### src/design/scc_ram.sv
// Generic single-clock RAM: one write port, one read port, registered read.
// Read returns the old data on a same-cycle write. No dependencies.
module scc_ram #(
  parameter int WIDTH = 8,
  parameter int DEPTH = 16
) (
  input  logic                     clk_i,
  input  logic                     we_i,
  input  logic [$clog2(DEPTH)-1:0] waddr_i,
  input  logic [WIDTH-1:0]         wdata_i,
  input  logic                     re_i,
  input  logic [$clog2(DEPTH)-1:0] raddr_i,
  output logic [WIDTH-1:0]         rdata_o
);

  logic [WIDTH-1:0] mem_q [DEPTH];
  logic [WIDTH-1:0] rdata_q;

  always_ff @(posedge clk_i) begin
    if (we_i) begin
      mem_q[waddr_i] <= wdata_i;
    end
    if (re_i) begin
      rdata_q <= mem_q[raddr_i];
    end
  end

  assign rdata_o = rdata_q;

endmodule

### config.mk
export PLATFORM = sky130hd
export DESIGN_NAME = scc_ram
export DESIGN_NICKNAME = d
export VERILOG_FILES = /design/src/design/scc_ram.sv
export SDC_FILE = /design/constraint.sdc
export NUM_CORES = 1
export LEC_CHECK = 0
export BUFFER_PORTS_ARGS = -buffer_cell sky130_fd_sc_hd__buf_4
export CORE_MARGIN = 10
export CORE_UTILIZATION = 40
export CTS_CLUSTER_DIAMETER = 40
export DETAILED_ROUTE_END_ITERATION = 6
export MAX_ROUTING_LAYER = met4
export PLACE_DENSITY = 0.59
export SYNTH_ARGS = -nofsm -noshare
export SYNTH_HDL_FRONTEND = slang
export SYNTH_SLANG_ARGS = --single-unit
### constraint.sdc
create_clock -name clk_i -period 3.2 [get_ports clk_i]
set_clock_uncertainty 0.2 [all_clocks]
set_input_delay 0.48 -clock clk_i [delete_from_list [all_inputs] [get_ports clk_i]]
set_output_delay 0.48 -clock clk_i [all_outputs]
set_load 0.01 [all_outputs]
Word-level counts from Yosys, hierarchy flattened
Memories as Yosys holds them, arrays and structs flattened. A register that Yosys moved wholly into a read port is not among the register bits.
Index checks and enable logic that the tools add are counted.
W data, S select, Z words.

cells by class
  $add $sub $neg = 0
  multipliers = 0
  divide/modulo/power cells = 0
  order comparisons = 0
  equal/unequal tests = 0
  shift-type cells = 0
  multiplexer cells = 2
  bitwise logic cells = 0
  reductions and logical operators = 0

operators by type and width
  kind     number
  $mux W1  2

storage, ports and cells
  register bits = 0
  bits in latches = 0
  bits in writable memories = 128
  ROM bits = 0
  output and inout bits = 8
  word-level logic and storage cells = 3
  memories kept = 1

memories
  memory  depth  bits a word  rd ports  clocked after memory_dff  wr ports  line  RTL
  mem_q   16     8            1         1                         1         16    logic [WIDTH-1:0] mem_q [DEPTH];

Depth between registers and ports, before layout
Gate-level depths: netlist of the first run.

  word-level depth = 2
  gate-level depth with buffers = 5

Worst setup path before layout of the first run
No wires, ideal clock.

  path kind = input to register
  start = input port waddr_i[2]
  end = memory mem_q[0][0], enable pin
  library setup time = 0.383 ns
  data arrival time = 1.590 ns
  setup slack = 1.027 ns
  cell stages on the path = 2
  cells stage by stage = or3b_2 nor3_1

RTL lines
  what         line  RTL
  from (decl)  9     input logic [$clog2(DEPTH)-1:0] waddr_i,
  to (decl)    16

Straight into the memory's write port.

==> results of run 1 <==
## power groups by stage
stage	clock network [mW]	registers, mW	logic, mW
floorplan	0	2.06	0.101
global placement	0	2.05	0.193
detailed placement	0	2.06	0.196
CTS	1.90	2.02	0.196
global route	1.98	2.02	0.210
finish	1.86	2.02	0.192
## stage by stage
| step | power (mW) | hold WS [ns] | cell area, sq um | util |
|---|---|---|---|---|
| floorplan | 2.16 | 0.379 | 5230 | - |
| global placement | 2.25 | 0.541 | 5690 | 0.447 |
| detailed placement | 2.25 | 0.539 | 5690 | 0.447 |
| CTS | 4.11 | 0.166 | 6260 | 0.492 |
| global route | 4.22 | 0.180 | 6260 | 0.492 |
| finish | 4.08 | 0.181 | 6260 | 0.492 |
## synthesized netlist by cell type (2+ instances only)
cell type,instances,share of area
buf_6,3,0.0065
mux4_2,18,0.078
a22oi_1,16,0.023
nor3_1,4,0.0038
edfxtp_1,136,0.78
clkdlybuf4s25_2,3,0.0057
nand3b_1,2,0.0029
nand2_1,9,0.0065
mux4_1,14,0.070
nand2b_1,2,0.0024
nor2_1,13,0.0093
buf_2,3,0.0029
## critical path, delay by kind of cell
kind | cells | cell delay, ns
compound gates | 1 | 0.30
buf+inv | 1 | 0.46
mux | 1 | 0.64
simple gates | 1 | 0.07
## flip-flops by register name, indices dropped and copies added (netlist names)
register / cells
mem_q: 128
rdata_o: 8
## final cells by class
| type | count | area, sq um | area share |
|---|---|---|---|
| tap | 172 | 215 | 0.0344 |
| sequential | 136 | 4080 | 0.653 |
| clock buffer | 20 | 437 | 0.0698 |
| clock inverter | 12 | 133 | 0.0212 |
| timing repair buffer | 44 | 330 | 0.0528 |
| multi-input combinational | 83 | 1060 | 0.169 |
## cells by family after synthesis
logic type	after synthesis	share of synthesized area
AO/OA/AOI/OAI	16	0.0230
buffers and inverters	10	0.0165
flip-flops	136	0.781
multiplexers	32	0.148
AND/OR/NAND/NOR	35	0.0314
## worst paths after layout
kind                 end         start  slack (ns)  cells after the start
max reg2reg   rdata_o[4]   mem_q[8][4]        1.50                      3
max           rdata_o[4]    raddr_i[0]        1.17                      4
min          mem_q[8][3]    wdata_i[3]        0.18                      1
min reg2reg   rdata_o[5]  mem_q[14][5]        0.55                      3
## metal layers
metal  track usage  routed length, microns  vias up
li1              -                       -     1089
met1         0.170                    4730     1234
met2         0.177                    4810      107
met3        0.0452                     948        8
met4        0.0453                      95        0
met5             -                       0        -
==> impl_metrics.toml, run 1 <==
[timing]
finalSetupViolCount = 0
final.setup.tns_ns = 0
slew-limit-headroom = 0.446
hold_violations = 0
period_needed_ns = 2.03
timing.final.ws_setup_ns = 1.17
period_share = 0.634
worst_pin_slew_ns = 0.829
slew_violations = 0
max_freq_mhz = 493
grt_setup_unrepaired = "no"

[yosys]
synth_area_per_cell_sq_um = 22.8
ys.flop_type = "edfxtp_1"
synth_edf_count = 136
ys_warn_count = 0
synth_area_sq_mm = 0.00523
synthArstFlopShare = 0
seq_area_frac_synth = 0.781
yosys_register_bits = 136
syn_inst = 229
yosysUniqueCellTypes = 18
syn_nets = 248

[route]
vias_per_cell = 5.22
num_vias = 2438
wl_per_cell_microns = 22.7
ant_nets = 0
routed_wirelength_microns = 10600
drc = 0
drtPass1Iterations = 4
drt_iter0_markers = 244

[clocking]
post_cts_resized = 0
htreeDepth = 4
cts_made_buffers = 17
cts_sinks = 136
clockRootBuffer = "clkbuf_16"
clk_latency_ns = 0.41
cts_hold_buf = 0
clockBufferDepth = 2
clk_pin_slew_ns = 0.06
cts_setup_buffers = 0
tritoncts = "built"

[power]
peakVddDrop_mv = 0.345
switching_share = 0.190
seq_power_share = 0.496
p_comb_frac = 0.047
p_clk_frac = 0.457
p_leak_nw = 2.10
p_sw_uw = 776
p_per_area_mw_per_mm2 = 652
internal_power_mw = 3.30

[job]
maxCapViolations = 0

[place]
io_buffers = 26
dp_hpwl_microns = 6690
dp.cells = 435
pre_cts_ws_ns = 0.702
gp_congestion = 0.730

[global_route]
grt_pass1_vias = 2596
grt_pass1_wl_microns = 16200
antenna_found_initial = 0
grt_max_degree = 33
grt_usage = 0.128
grt-ovfl-total = 0

[floorplan]
start_util = 0.411
core_area_sq_mm = 0.0127
core.rowCount = 41
die_y_microns = 134
fp.dieW_microns = 134
ios = 27
die_area_sq_mm = 0.0180

[layout]
stdcell_count = 467
diodes = 0
layout_common_cells = "136 x edfxtp_1, 44 x buf_4, 18 x mux4_2"
final_common_cell = "edfxtp_1"
fill_cells = 1057
nets = 301
synthToLayoutAreaGrowth_pct = 19.7
drive_gt1_frac = 0.298

[critical_path]
cp_slowest_cell = "mux4_1"
startpoint_type = "input port"
slowest_delay_ns = 0.64
crit_required_ns = 3.15
critPathArrivalTime_ns = 1.97
crit_fanout = 31
crit_chain = "buf_4 > mux4_1 > a22oi_1 > nand2_1"
path_class = "in -> reg"
end_kind = "register"

[run_status]
status = "complete, no violations"

[worst_hold_path]
min_path_type = "in -> reg"
Power figures use the tool's default switching activity.
==> run 2: changes to the inputs <==
Settings changed: ABC_AREA from default to 1, PLACE_DENSITY 0.59 to 0.61.
Clock period 3.2 ns to 1.8 ns, I/O delays scaled along.
==> run 2 against run 1 <==
Against the previous run: non-clock buffer count grew 10; global-route usage up 1.8 points; count of clock-buffer cells in the layout is 3 lower; final area grew 11%; highest routed layer unchanged; first-iteration DRC count is 74% higher; combinational power rose by 140%; sequential share of layout area shrank 6.5 points; sequential power is 78% higher.
==> impl_metrics.toml, run 2 <==
[route]
met3_length_microns = 837
drt_iter0_markers = 424
routed_wirelength_microns = 13400
num_vias = 3863
wl_met2_microns = 6330
ant_nets = 0
wl_per_cell_microns = 16.8
drtPass1Iterations = 5
drc = 0
vias_per_cell = 4.85
top_layer_used = "met4"
met1_length_microns = 5960

[global_route]
grt_pass1_vias = 3803
grt-ovfl-total = 0
grt_max_degree = 33
grt_usage = 0.146
antenna_found_initial = 0
grt_pass1_wl_microns = 21400

[yosys]
seq_area_frac_synth = 0.698
syn_nets = 570
ys.flop_type = "edfxtp_1"
synth_edf_count = 136
netlist.area_leader.share = 0.698
yosys_register_bits = 136
ys_warn_count = 0
synth_area_per_cell_sq_um = 10.6
synth_area_sq_mm = 0.00585
synth.most_common_cell = "nand2_1"
synthArstFlopShare = 0
yosysUniqueCellTypes = 11
yosysTopAreaCell = "edfxtp_1"
yosys-top-cells-count = "173 x nand2_1, 136 x edfxtp_1, 100 x inv_1, 97 x nand3_1, 17 x nor2_1"
synth.area.top_cells = "edfxtp_1 70%, nand2_1 11%, nand3_1 8.3%, inv_1 6.4%, buf_6 1.2%"
syn_inst = 551

[clocking]
cts_sinks = 136
tritoncts = "built"
post_cts_resized = 0
clockRootBuffer = "clkbuf_16"
clockBufferDepth = 2
clk_pin_slew_ns = 0.06
clk_latency_ns = 0.42
cts_made_buffers = 17
htreeDepth = 4

[power]
power.total_mw = 7.41
peakVddDrop_mv = 0.610
internal_power_mw = 5.76
p_comb_frac = 0.063
seq_power_share = 0.485
p_sw_mw = 1.65
switching_share = 0.223
p_per_area_mw_per_mm2 = 1070
p_leak_nw = 2.96
p_clk_frac = 0.452

[critical_path]
worst-r2r-cell-count = 6
end_kind = "output pin"
cpLargestDelayFamily = "flip-flops"
crit_required_ns = 1.33
path_class = "reg -> out"
r2r_start = "mem_q[9][0]"
slowest_delay_ns = 0.41
crit_chain = "buf_4"
crit_buf_inv = 1
timing.rr.end = "rdata_o[0]"
critPathArrivalTime_ns = 1.00
startpoint_type = "register"
crit_fanout = 1
cp_slowest_cell = "edfxtp_1"
rrSetupSlack_ns = 0.44

[job]
maxCapViolations = 0

[run_status]
status = "complete, no violations"

[floorplan]
core_area_sq_mm = 0.0144
fp.dieW_microns = 141
die_y_microns = 141
core.rowCount = 44
start_util = 0.405
die_area_sq_mm = 0.0199
ios = 27

[timing]
whs_ns = 0.0130
worst_pin_slew_ns = 0.609
max_freq_mhz = 681
slew-limit-headroom = 0.593
hold_violations = 0
slew_violations = 0
final.setup.tns_ns = 0
finalSetupViolCount = 0
period_needed_ns = 1.47
grt_setup_unrepaired = "no"
period_share = 0.815

[worst_hold_path]
min_path_type = "in -> reg"
hp-start = "wdata_i[3]"
holdPathStages = 1
hold_path_end = "mem_q[3][3]"

[layout]
largest_register_ffs = 128
layout_common_cells = "173 x nand2_1, 136 x edfxtp_1, 100 x inv_1"
nets = 619
synthToLayoutAreaGrowth_pct = 18.8
top_register = "mem_q"
final_common_cell = "nand2_1"
diodes = 0
drive_gt1_frac = 0.135

[place]
io_buffers = 26
gp_congestion = 0.866
dp_hpwl_microns = 8490
## run 2: timing repair
action / in CTS / in global routing
buffers inserted: 0 / 0
endpoints found under the hold margin: 33 / 0
hold buffers: 4 / 0
## run 2: cells by family (layout without fill, tap and decap cells)
| group | after synthesis | count (layout) | share of synthesized area |
|---|---|---|---|
| simple gates | 289 | 289 | 0.208 |
| flops | 136 | 136 | 0.698 |
| buf+inv | 126 | 188 | 0.0939 |
## run 2: how the worst max path moves through the flow
| stage | startpoint | to | depth (start not counted) |
|---|---|---|---|
| floorplan | waddr_i[2] | mem_q[10][0] | 2 |
| global placement | raddr_i[1] | rdata_o[2] | 6 |
| detailed placement | raddr_i[1] | rdata_o[2] | 6 |
| CTS | rdata_o[5] | rdata_o[5] | 1 |
| global route | rdata_o[5] | rdata_o[5] | 1 |
| finish | rdata_o[5] | rdata_o[5] | 1 |
## run 2: cell type report
| type | count | area, sq um |
|---|---|---|
| clock buffer | 17 | 425 |
| timing repair buffer | 54 | 453 |
| fill | 1269 | 7480 |
| clock inverter | 15 | 155 |
| sequential | 136 | 4080 |
| multi-input combinational | 289 | 1210 |
| tap | 184 | 230 |
| inverter | 102 | 383 |
## run 2: layer usage
| layer | up-vias | track usage |
|---|---|---|
| li1 | 1878 | - |
| met1 | 1823 | 0.184 |
| met2 | 140 | 0.216 |
| met3 | 22 | 0.0437 |
| met4 | 0 | 0.0587 |
| met5 | - | - |
## run 2: through the flow
stage / std cells / util / instance area [sq um] / worst slack (ns)
6_report: 797 / 0.481 / 6940 / 0.333
3_3_place_gp: 761 / 0.438 / 6320 / 0.110
4_1_cts: 797 / 0.481 / 6940 / 0.301
5_1_grt: 797 / 0.481 / 6940 / 0.286
2_1_floorplan: 551 / - / 5850 / 0.379
3_5_place_dp: 761 / 0.438 / 6320 / 0.0754
## run 2: power by group through the flow
stage | Sequential [mW] | Combinational, mW | Clock, mW
after floorplan | 3.66 | 0.250 | 0
after global placement | 3.66 | 0.463 | 0
after detailed placement | 3.66 | 0.469 | 0
after CTS | 3.59 | 0.478 | 3.41
after global routing | 3.59 | 0.529 | 3.55
final | 3.59 | 0.470 | 3.35
==> run 3: changes to the inputs <==
Settings changed: ABC_AREA 1 to 0, PLACE_DENSITY 0.61 to 0.59.
Clock period 1.8 ns to 1.5 ns, I/O delays scaled along.
==> run 3 against run 2 <==
Against the previous run: the flow now finishes with violations (negative setup slack); power rose by 10%; count of clock-buffer cells in the layout up 4; combinational power grew 6.4%; critical path depth up 2; clock power about the same; register-to-register slack worse by 0.54 ns; utilization is 2.6 points higher; critical endpoint is now rdata_o[2].
==> impl_metrics.toml, run 3 (synthesis gave the netlist of run 1 again) <==
[route]
routed_wirelength_microns = 10200
drtPass1Iterations = 4
vias_per_cell = 5.15
drc = 0
ant_nets = 0
drt_iter0_markers = 191
wl_per_cell_microns = 21.0
num_vias = 2495

[critical_path]
end_kind = "register"
worst-r2r-cell-count = 3
startpoint_type = "register"
crit_fanout = 1
crit_chain = "mux4_2 > a22oi_2 > nand2_1"
r2r_start = "mem_q[11][2]"
slowest_delay_ns = 0.49
critPathArrivalTime_ns = 1.55
worstSetupStartpoint = "mem_q[11][2]"
path_class = "reg -> reg"
cp_slowest_cell = "mux4_2"
crit_required_ns = 1.45

[clocking]
cts_setup_buffers = 0
cts_sinks = 136
htreeDepth = 4
clockRootBuffer = "clkbuf_16"
clk_pin_slew_ns = 0.05
clockBufferDepth = 2
cts_made_buffers = 17
tritoncts = "built"
clk_latency_ns = 0.40

[run_status]
status = "finished, violations left"
violations = "negative setup slack"

[layout]
nets = 320
final_common_cell = "edfxtp_1"
register_area_sq_mm = 0.00408
multi_input_area_sq_mm = 0.00106
fill_cells = 1072
top_register = "mem_q"
diodes = 0
largest_register_ffs = 128
stdcell_count = 484
drive_gt1_frac = 0.375
layout_common_cells = "136 x edfxtp_1, 44 x buf_4, 32 x mux4_2"
synthToLayoutAreaGrowth_pct = 23.5

[floorplan]
die_y_microns = 134
start_util = 0.411
die_area_sq_mm = 0.0180
ios = 27
fp.dieW_microns = 134
core.rowCount = 41
core_area_sq_mm = 0.0127

[timing]
hold_violations = 0
period_needed_ns = 1.60
whs_ns = 0.122
slew-limit-headroom = 0.427
finalSetupViolCount = 8
slew_violations = 0
period_share = 1.07
timing.final.ws_setup_ns = -0.104
grt_setup_unrepaired = "yes"
worst_pin_slew_ns = 0.857
max_freq_mhz = 623

[power]
p_leak_nw = 2.14
peakVddDrop_mv = 0.796
seq_power_share = 0.528
p_clk_frac = 0.411
p_per_area_mw_per_mm2 = 1260
p_comb_frac = 0.061
p_sw_mw = 1.59
internal_power_mw = 6.57
switching_share = 0.195

[global_route]
grt_max_degree = 17
grt_pass1_vias = 2676
grt_usage = 0.124
met3_usage = 0.0358
met1_usage = 0.157
grt_pass1_wl_microns = 16000
grt_busiest_layer = "met2"
antenna_found_initial = 0
grt-ovfl-total = 0
grt_util_met2 = 0.187

[worst_hold_path]
min_path_type = "in -> reg"
holdPathStages = 3
hp-start = "waddr_i[1]"

[job]
maxCapViolations = 0

[place]
io_buffers = 26
gp_congestion = 0.746
dp_hpwl_microns = 6890
dp.cells = 445
pre_cts_ws_ns = -0.438
run 3: cell count changes in the layout (fill, tap and decap cells not counted), sizes merged, moves of 5 or more:
cell         change
dlygate4sd3      +5
nand3           -96
a22oi           +16
nand2          -164
clkinvlp         -8
clkinv           +5
inv            -103
mux4            +32
run 3: power groups by stage:
stage	clock network (mW)	logic, mW	registers, mW
floorplan	0	0.239	4.39
global placement	0	0.475	4.38
detailed placement	0	0.484	4.39
CTS	3.41	0.511	4.31
global route	3.59	0.545	4.31
finish	3.35	0.500	4.31
run 3: metrics by stage:
stage                     TNS, ns  area, sq um   util  power [mW]
after CTS                  -0.747         6460  0.508        8.23
after global routing        -1.11         6460  0.508        8.45
after floorplan             -1.22         5250      -        4.63
final                      -0.607         6460  0.508        8.16
after detailed placement    -8.52         5870  0.462        4.87
after global placement      -8.00         5870  0.462        4.86
run 3: layer usage:
layer / part of all wire / up-vias / wire, microns
li1: - / 1114 / -
met4: 0.0084 / 0 / 85
met1: 0.42 / 1277 / 4310
met2: 0.48 / 95 / 4860
met5: 0 / - / 0
met3: 0.089 / 9 / 905
run 3: cell type report:
class                      count  share of cell area
clock inverter                 9             0.00562
sequential                   136               0.632
clock buffer                  21              0.0682
timing repair buffer          63              0.0961
multi-input combinational     83               0.164
tap                          172              0.0333
run 3: final timing paths:
path / endpoint / slack, ns
worst min-delay path: mem_q[0][0] / 0.12
worst max register to register: rdata_o[2] / -0.10
worst min register to register: rdata_o[1] / 0.56
worst max-delay path: rdata_o[2] / -0.10
run 3: critical path: cells and delay by family, from the launching register on:
kind            cells  cell delay (ns)
simple gates        1             0.08
compound gates      1             0.23
mux                 1             0.49
flops               1             0.36
run 3: what timing repair did:
item,in CTS,in global routing
endpoints found under the hold margin,136,0
pin swaps,0,2
gates cloned,0,0
hold buffers,9,0
endpoints found under the setup margin,8,8
gates resized for setup,5,0
